==> src/rtl/u2af_pkg.sv <==
// ----------------------------------------------------------------------------
// u2af_pkg
// Shared types, character codes and the code point fold for the UTF-8 to
// ASCII folding block.
// ----------------------------------------------------------------------------
package u2af_pkg;

    localparam int CodeW   = 21;
    localparam int MaxOut  = 4;
    localparam int CountW  = 3;

    localparam logic [7:0] CharApos  = 8'h27;
    localparam logic [7:0] CharQuote = 8'h22;
    localparam logic [7:0] CharDash  = 8'h2D;
    localparam logic [7:0] CharSpace = 8'h20;
    localparam logic [7:0] CharDot   = 8'h2E;
    localparam logic [7:0] CharQmark = 8'h3F;

    typedef logic [CodeW-1:0] t_code;

    // decoder state: gathered code point bits and continuations still due
    typedef struct packed {
        t_code       acc;
        logic [1:0]  rem;
    } t_dec_state;

    // one fold gives a run of cnt copies of ch (0, 1 or 3)
    typedef struct packed {
        logic [1:0]  cnt;
        logic [7:0]  ch;
    } t_fold;

    // all result words of one input word, oldest in entry 0
    typedef struct packed {
        logic [MaxOut-1:0][7:0] bytes;
        logic [CountW-1:0]      cnt;
    } t_pack;

    function automatic t_fold fold_code(input t_code c);
        t_fold f;
        f.cnt = 2'd1;
        f.ch  = CharQmark;
        case (c)
            21'h002018, 21'h002019, 21'h00201A, 21'h002032: begin
                f.ch = CharApos;
            end
            21'h00201C, 21'h00201D, 21'h00201E, 21'h002033: begin
                f.ch = CharQuote;
            end
            21'h002013, 21'h002014, 21'h002212: begin
                f.ch = CharDash;
            end
            21'h0000A0: begin
                f.ch = CharSpace;
            end
            21'h002026: begin
                f.cnt = 2'd3;
                f.ch  = CharDot;
            end
            21'h00FEFF: begin
                f.cnt = 2'd0;
            end
            default: begin
                f.ch = CharQmark;
            end
        endcase
        return f;
    endfunction

endpackage

==> src/rtl/u2af_in_if.sv <==
// ----------------------------------------------------------------------------
// u2af_in_if
// Text byte channel: valid/ready handshake with byte and end-of-text flag.
// ----------------------------------------------------------------------------
interface u2af_in_if;
    logic       valid;
    logic       ready;
    logic [7:0] text_byte;
    logic       text_end;

    modport source (output valid, output text_byte, output text_end, input ready);
    modport sink   (input valid, input text_byte, input text_end, output ready);
endinterface

==> src/rtl/u2af_out_if.sv <==
// ----------------------------------------------------------------------------
// u2af_out_if
// Folded ASCII channel: valid/ready handshake with byte and last-of-run flag.
// ----------------------------------------------------------------------------
interface u2af_out_if;
    logic       valid;
    logic       ready;
    logic [7:0] ascii_byte;
    logic       run_last;

    modport source (output valid, output ascii_byte, output run_last, input ready);
    modport sink   (input valid, input ascii_byte, input run_last, output ready);
endinterface

==> src/rtl/u2af_decode.sv <==
// ----------------------------------------------------------------------------
// u2af_decode
// Single-pass UTF-8 step: next decoder state and the packed result words for
// one input byte.
// ----------------------------------------------------------------------------
module u2af_decode (
    input  u2af_pkg::t_dec_state i_state,
    input  logic [7:0]           i_byte,
    input  logic                 i_end,
    output u2af_pkg::t_dec_state o_state,
    output u2af_pkg::t_pack      o_pack
);

    u2af_pkg::t_fold      seg_a;
    u2af_pkg::t_fold      seg_c;
    logic                 seg_b_cnt;
    logic [7:0]           seg_b_ch;
    u2af_pkg::t_dec_state nxt;
    u2af_pkg::t_code      acc_cont;
    logic                 taken;
    logic [u2af_pkg::CountW-1:0] len_a;
    logic [u2af_pkg::CountW-1:0] len_ab;
    logic [u2af_pkg::CountW-1:0] len_all;

    assign acc_cont = {i_state.acc[u2af_pkg::CodeW-7:0], i_byte[5:0]};

    always_comb begin
        seg_a     = '0;
        seg_c     = '0;
        seg_b_cnt = 1'b0;
        seg_b_ch  = 8'h00;
        nxt       = i_state;
        taken     = 1'b0;

        if (i_state.rem != 2'd0) begin
            if (i_byte[7:6] == 2'b10) begin
                nxt.acc = acc_cont;
                nxt.rem = i_state.rem - 2'd1;
                if (nxt.rem == 2'd0) begin
                    seg_a   = u2af_pkg::fold_code(acc_cont);
                    nxt.acc = '0;
                end
                taken = 1'b1;
            end else begin
                // sequence cut short: fold what has been gathered
                seg_a = u2af_pkg::fold_code(i_state.acc);
                nxt   = '0;
            end
        end

        if (!taken) begin
            if (!i_byte[7]) begin
                seg_b_cnt = 1'b1;
                seg_b_ch  = i_byte;
            end else if (i_byte[7:5] == 3'b110) begin
                nxt.acc = {16'h0000, i_byte[4:0]};
                nxt.rem = 2'd1;
            end else if (i_byte[7:4] == 4'b1110) begin
                nxt.acc = {17'h00000, i_byte[3:0]};
                nxt.rem = 2'd2;
            end else if (i_byte[7:3] == 5'b11110) begin
                nxt.acc = {18'h00000, i_byte[2:0]};
                nxt.rem = 2'd3;
            end else begin
                seg_b_cnt = 1'b1;
                seg_b_ch  = u2af_pkg::CharQmark;
            end
        end

        // end of text: flush whatever is still pending
        if (i_end && nxt.rem != 2'd0) begin
            seg_c = u2af_pkg::fold_code(nxt.acc);
            nxt   = '0;
        end
    end

    assign len_a   = {1'b0, seg_a.cnt};
    assign len_ab  = len_a + {2'b00, seg_b_cnt};
    assign len_all = len_ab + {1'b0, seg_c.cnt};

    always_comb begin
        for (int k = 0; k < u2af_pkg::MaxOut; k++) begin
            if (u2af_pkg::CountW'(k) < len_a) begin
                o_pack.bytes[k] = seg_a.ch;
            end else if (u2af_pkg::CountW'(k) < len_ab) begin
                o_pack.bytes[k] = seg_b_ch;
            end else begin
                o_pack.bytes[k] = seg_c.ch;
            end
        end
        // drop anything beyond the result capacity
        if (len_all > u2af_pkg::CountW'(u2af_pkg::MaxOut)) begin
            o_pack.cnt = u2af_pkg::CountW'(u2af_pkg::MaxOut);
        end else begin
            o_pack.cnt = len_all;
        end
    end

    assign o_state = nxt;

endmodule

==> src/rtl/utf8_to_ascii_fold.sv <==
// ----------------------------------------------------------------------------
// utf8_to_ascii_fold
// Streaming UTF-8 to ASCII transliteration, one text byte per word.
// ----------------------------------------------------------------------------
// Input channel i_in carries one UTF-8 byte and an end-of-text flag per word;
// output channel o_out carries folded ASCII bytes, run_last marking the final
// byte caused by one input word. An input word may give no output at all
// (lead or continuation byte, byte order mark) or up to four bytes.
// The decode is one combinational pass from the decoder state register and
// the input word into a result register holding every byte of that word.
// Latency: the first result byte is valid the cycle after acceptance.
// Throughput: one input word per cycle while each gives at most one byte and
// the receiver is ready; a word giving more holds the result register until
// all are taken, as the output drains one byte per cycle while ready is high.
// Input ready is high when the result register is empty or its last byte is
// being taken in the same cycle, so a stalled receiver holds the input off
// once that last byte is not taken.
// Reset (synchronous, active low) clears the decoder state and empties the result
// register (its byte array is not reset); no sequence is pending afterwards.
// ----------------------------------------------------------------------------
module utf8_to_ascii_fold (
    input  logic        i_clk,
    input  logic        i_rst_n,
    u2af_in_if.sink     i_in,
    u2af_out_if.source  o_out
);

    u2af_pkg::t_dec_state r_state;
    u2af_pkg::t_dec_state n_state;
    u2af_pkg::t_dec_state dec_state;
    u2af_pkg::t_pack      dec_pack;

    logic [u2af_pkg::CountW-1:0]        r_cnt;
    logic [u2af_pkg::CountW-1:0]        n_cnt;
    logic [u2af_pkg::MaxOut-1:0][7:0]   r_bytes;
    logic [u2af_pkg::MaxOut-1:0][7:0]   n_bytes;

    logic accept;
    logic pop;

    u2af_decode u_decode (
        .i_state (r_state),
        .i_byte  (i_in.text_byte),
        .i_end   (i_in.text_end),
        .o_state (dec_state),
        .o_pack  (dec_pack)
    );

    assign i_in.ready = (r_cnt == '0) ||
                        (r_cnt == u2af_pkg::CountW'(1) && o_out.ready);
    assign accept     = i_in.valid && i_in.ready;

    assign o_out.valid      = (r_cnt != '0);
    assign o_out.ascii_byte = r_bytes[0];
    assign o_out.run_last   = (r_cnt == u2af_pkg::CountW'(1));
    assign pop              = o_out.valid && o_out.ready;

    always_comb begin
        n_state = r_state;
        n_cnt   = r_cnt;
        n_bytes = r_bytes;
        if (accept) begin
            n_state = dec_state;
            n_cnt   = dec_pack.cnt;
            n_bytes = dec_pack.bytes;
        end else if (pop) begin
            // advance to the next byte of the run
            n_cnt   = r_cnt - u2af_pkg::CountW'(1);
            n_bytes = {8'h00, r_bytes[u2af_pkg::MaxOut-1:1]};
        end
    end

    always_ff @(posedge i_clk) begin
        if (!i_rst_n) begin
            r_state <= '0;
            r_cnt   <= '0;
        end else begin
            r_state <= n_state;
            r_cnt   <= n_cnt;
        end
    end

    always_ff @(posedge i_clk) begin
        r_bytes <= n_bytes;
    end

    a_cnt_range: assert property (@(posedge i_clk) disable iff (!i_rst_n)
        r_cnt <= u2af_pkg::CountW'(u2af_pkg::MaxOut))
        else $error("result count beyond capacity");

    a_ready_only_on_drain: assert property (@(posedge i_clk) disable iff (!i_rst_n)
        i_in.ready |-> (r_cnt <= u2af_pkg::CountW'(1)))
        else $error("input taken while a run is still draining");

    a_pop_advances: assert property (@(posedge i_clk) disable iff (!i_rst_n)
        (pop && r_cnt > u2af_pkg::CountW'(1)) |=>
        (r_cnt == $past(r_cnt) - u2af_pkg::CountW'(1)))
        else $error("run did not advance on a taken byte");

    a_pending_on_accept_end: assert property (@(posedge i_clk) disable iff (!i_rst_n)
        (accept && i_in.text_end) |=> (r_state.rem == 2'd0))
        else $error("sequence still pending after end of text");

endmodule
==> src/flat_wrapper.sv <==
// flat-port wrapper written by rule: the top's interface ports become plain ports
module utf8_to_ascii_fold_flat 
  (i_clk, i_rst_n, i_in_valid, i_in_text_byte, i_in_text_end, i_in_ready, o_out_valid, o_out_ascii_byte, o_out_run_last, o_out_ready);
  u2af_in_if i_in_i ();
  u2af_out_if o_out_i ();
  input  logic i_clk;
  input  logic i_rst_n;
  input wire logic [$bits(i_in_i.valid)-1:0] i_in_valid;
  input wire logic [$bits(i_in_i.text_byte)-1:0] i_in_text_byte;
  input wire logic [$bits(i_in_i.text_end)-1:0] i_in_text_end;
  output wire logic [$bits(i_in_i.ready)-1:0] i_in_ready;
  output wire logic [$bits(o_out_i.valid)-1:0] o_out_valid;
  output wire logic [$bits(o_out_i.ascii_byte)-1:0] o_out_ascii_byte;
  output wire logic [$bits(o_out_i.run_last)-1:0] o_out_run_last;
  input wire logic [$bits(o_out_i.ready)-1:0] o_out_ready;
  assign i_in_i.valid = i_in_valid;
  assign i_in_i.text_byte = i_in_text_byte;
  assign i_in_i.text_end = i_in_text_end;
  assign i_in_ready = i_in_i.ready;
  assign o_out_valid = o_out_i.valid;
  assign o_out_ascii_byte = o_out_i.ascii_byte;
  assign o_out_run_last = o_out_i.run_last;
  assign o_out_i.ready = o_out_ready;
  utf8_to_ascii_fold u_core (.i_clk(i_clk), .i_rst_n(i_rst_n), .i_in(i_in_i), .o_out(o_out_i));
endmodule
==> config.mk <==
export PLATFORM = sky130hd
export DESIGN_NAME = utf8_to_ascii_fold_flat
export DESIGN_NICKNAME = d
export VERILOG_FILES = /design/src/rtl/u2af_pkg.sv /design/src/rtl/u2af_in_if.sv /design/src/rtl/u2af_out_if.sv /design/src/rtl/u2af_decode.sv /design/src/rtl/utf8_to_ascii_fold.sv /design/src/flat_wrapper.sv
export SDC_FILE = /design/constraint.sdc
export NUM_CORES = 1
export LEC_CHECK = 0
export BUFFER_PORTS_ARGS = -buffer_cell sky130_fd_sc_hd__buf_2
export CORE_UTILIZATION = 46
export DETAILED_ROUTE_END_ITERATION = 6
export PLACE_DENSITY = 0.74
export SLEW_MARGIN = 10
export SYNTH_ARGS = -nofsm -noshare
export SYNTH_HDL_FRONTEND = slang
export SYNTH_SLANG_ARGS = --single-unit
==> constraint.sdc <==
create_clock -name i_clk -period 10.58 [get_ports i_clk]
set_clock_uncertainty 0.1 [all_clocks]
set_input_delay 0.529 -clock i_clk [delete_from_list [all_inputs] [get_ports i_clk]]
set_output_delay 0.529 -clock i_clk [all_outputs]
set_load 0.005 [all_outputs]
==> summary.txt <==
Critical path
  – Worst Path Required: 10.70 ns
  – Slowest CP cell: o32ai_1
  – Worst path most repeated cell: ha_1
  – Critical path class: flop to flop
  – Startpoint types: flop
  – Worst Path Arrival: 4.37 ns
  – CP max FO: 24
  – Crit. End Element: flop
  – Crit-path cells: inv_1, ha_1, o21ba_2, o32ai_1, o2111ai_1, nor4_1, a21oi_1, ha_1, fa_1, xnor2_1, o21ai_0, a22oi_1, nor2b_1
  – Largest stage delay on the critical path: 0.87 ns

CTS
  – Sink Count: 54
  – CTS Buf Count: 5
  – Clock Latency Late Sink: between 0.3 and 0.4 ns
  – Hold-fix buffers at CTS: 0
  – Clock-pin slew on the worst setup and hold paths: 0.10 ns
  – Setup Fix Bufs, Post-CTS: 0
  – PostCTS Resize Cnt: 0
  – CTS tree: built
  – CTS root buf: clkbuf_8
  – H-tree Lvls: 2
  – Clock Path Buffers: 2

Place
  – DP Area: roughly 4400 µm²
  – Placement Setup Slack: 6.42 ns
  – Post-DP HPWL: 9260 µm
  – I/O Buffers: 22
  – GP Congestion: 0.978

Detailed routing
  – ANT nets after route: 0
  – Detailed Route WL: 12800 µm
  – Avg WL per Cell: about 20 µm
  – Via count: approximately 4.3k
  – First-pass DRT Iterations: 7
  – Via/cell ratio: between 6 and 7
  – Iter 0 DRT Violations: 665
  – # DRC: 2

STA
  – Setup TNS: 0 ns
  – Fin. Hold Viols: 0
  – Crit share post-route: 40.1%
  – Unrepaired setup endpoints after global routing: no
  – Fin crit period: 4.24 ns
  – Fin Hold WS: 0.415 ns
  – Setup slack after layout: between 6 and 7 ns
  – Slew Limit Fails: 0
  – Maximum clock rate: 236 MHz
  – # setup viols final: 0
  – Slew @ Worst Pin: 1.02 ns
  – Slew Limit Headroom: about a third

Yosys
  – Syn Nets: 577
  – Synthesis warning total: 0
  – Syn Inst Count: 554
  – Synthesized area: ~4300 µm²
  – Top cell type's share of synthesized area: 19.4%
  – Cell taking the most area after synthesis: edfxtp_1
  – Register area share after synthesis: between 30% and 40%
  – Synth cell types: 77
  – Number of enable flip-flop cells after synthesis: 28
  – Main synth FF type: edfxtp_1
  – Most common cell in the netlist: nor2_1
  – Commonest cells in the synthesized netlist: nor2_1, nand2_1, o21ai_0
  – Synthesis-stage register bit count: 54
  – Ranking of synthesized cells by area: edfxtp_1, dfxtp_1, nor2_1, nand2_1, o21ai_0
  – Ys async rst share: 0%
  – Post-Syn Area per Cell: 7.82 µm²

Floorplanning
  – DIE WIDTH: 99.1 µm
  – Rows: 35
  – Full die area: 9810 µm²
  – Effective utilization at floorplan: a little under half
  – CORE AREA: between 9000 and 10000 µm²
  – IO Pins: 24
  – Die height: slightly below 100 µm

GRT
  – GRT Util Overall: 26.6%
  – Number of global-route vias before repair: 3942
  – Global-route wire length before repair: just over 20000 µm
  – Gr ovfl total: 0
  – Initial antenna violation count: 0
  – Largest net degree at the start of global routing: 48

Finish
  – Final #Nets: roughly 560
  – Filler cell count in the final layout: slightly above 900
  – Layout area overhead: 3.72%
  – Antenna cells: 0
  – Final instance area: 4500 µm²
  – Fraction of layout cells with a size suffix above 1: 10.7%

Pwr
  – Lkg Pwr: 1.64 nW
  – Pwr/cell area: ~160 nW/µm²
  – Maximum vdd drop: 0.206 mV

Status
  – Failing checks: design-rule violations
  – Outcome: finished, violations left

Min path
  – Hold Path Class: flop to flop

Job
  – Max-Cap Viols: 0
report_power, final:
part / internal, W / switching, W / total [W]
logic: 0.0000848 / 0.000155 / 0.000239
clock network: 0.0000708 / 0.0000755 / 0.000146
registers: 0.000292 / 0.0000203 / 0.000312
state kept, by name, summed over array words and instances, names as in the netlist:
| signal | count |
|---|---|
| u_core.o_out.ascii_byte | 7 |
| u_core.r_state | 23 |
| u_core.r_cnt | 3 |
| u_core.r_bytes | 21 |
path summary, 6_finish.rpt:
| kind | start | slack (ns) | depth (start not counted) | end |
|---|---|---|---|---|
| worst max register to register | u_core.r_state[0] | 6.34 | 13 | u_core.r_cnt[2] |
| worst min register to register | u_core.r_cnt[1] | 0.42 | 1 | u_core.r_cnt[1] |
| worst min-delay path | u_core.r_cnt[1] | 0.42 | 1 | u_core.r_cnt[1] |
| worst max-delay path | u_core.r_state[0] | 6.34 | 13 | u_core.r_cnt[2] |
cell families after synthesis:
kind of cell,after synthesis,share of synthesized area (%)
xor+xnor,1,0.202
other cells,1,0.0865
simple gates,244,29.7
compound gates,174,28.0
mux,2,0.520
buf+inv,68,7.01
flops,54,31.4
fa+ha+maj,10,3.06
worst max-delay path, delay by kind of cell, from the launching register on:
| family | cells | cell delay (ns) |
|---|---|---|
| AOI/OAI and AO/OA | 6 | 1.92 |
| and+or+nand+nor | 2 | 0.29 |
| buffers and inverters | 1 | 0.08 |
| xor gates and xnor gates | 1 | 0.26 |
| DFF | 1 | 0.42 |
| adders and majority gates | 3 | 1.07 |
placed cells by master (no fill, tap or decap), types with 9 or more instances in the layout:
| master | instances |
|---|---|
| buf_2 | 22 |
| a21oi_1 | 30 |
| edfxtp_1 | 28 |
| nand3_1 | 14 |
| a22oi_1 | 19 |
| nor2b_1 | 22 |
| o21ai_0 | 31 |
| a21boi_0 | 10 |
| ha_1 | 9 |
| nand2_1 | 51 |
| inv_1 | 19 |
| nor4_1 | 14 |
| nor3_1 | 21 |
| nor2_1 | 58 |
| dfxtp_1 | 26 |
routing by layer:
layer  global-route usage [%]  vias up  part of all wire [%]
met4                     9.16        0                   2.6
met5                        0        -                     0
li1                         -     2028                     -
met3                     3.62       31                   8.4
met1                     38.0     2052                    44
met2                     41.2      224                    45
through the flow:
stage / instances / utilization (%) / total power, W
6_report: 651 / 48.9 / 0.000698
5_1_grt: 651 / 48.9 / 0.000739
4_1_cts: 651 / 48.9 / 0.000698
3_5_place_dp: 643 / 47.7 / 0.000553
3_3_place_gp: 643 / 47.7 / 0.000547
2_1_floorplan: 554 / - / 0.000495
cell type report:
class                   count  area [µm²]  share of cell area [%]
well taps                 111         139                    3.09
multi-input cells         432        2670                    59.4
clock inverters             3        42.5                   0.946
clock buffers               5        68.8                    1.53
repair buffers             26         140                    3.12
flip-flops and latches     54        1360                    30.3
inverters                  20        75.1                    1.67
No activity file was read; power rests on OpenSTA's default activity.
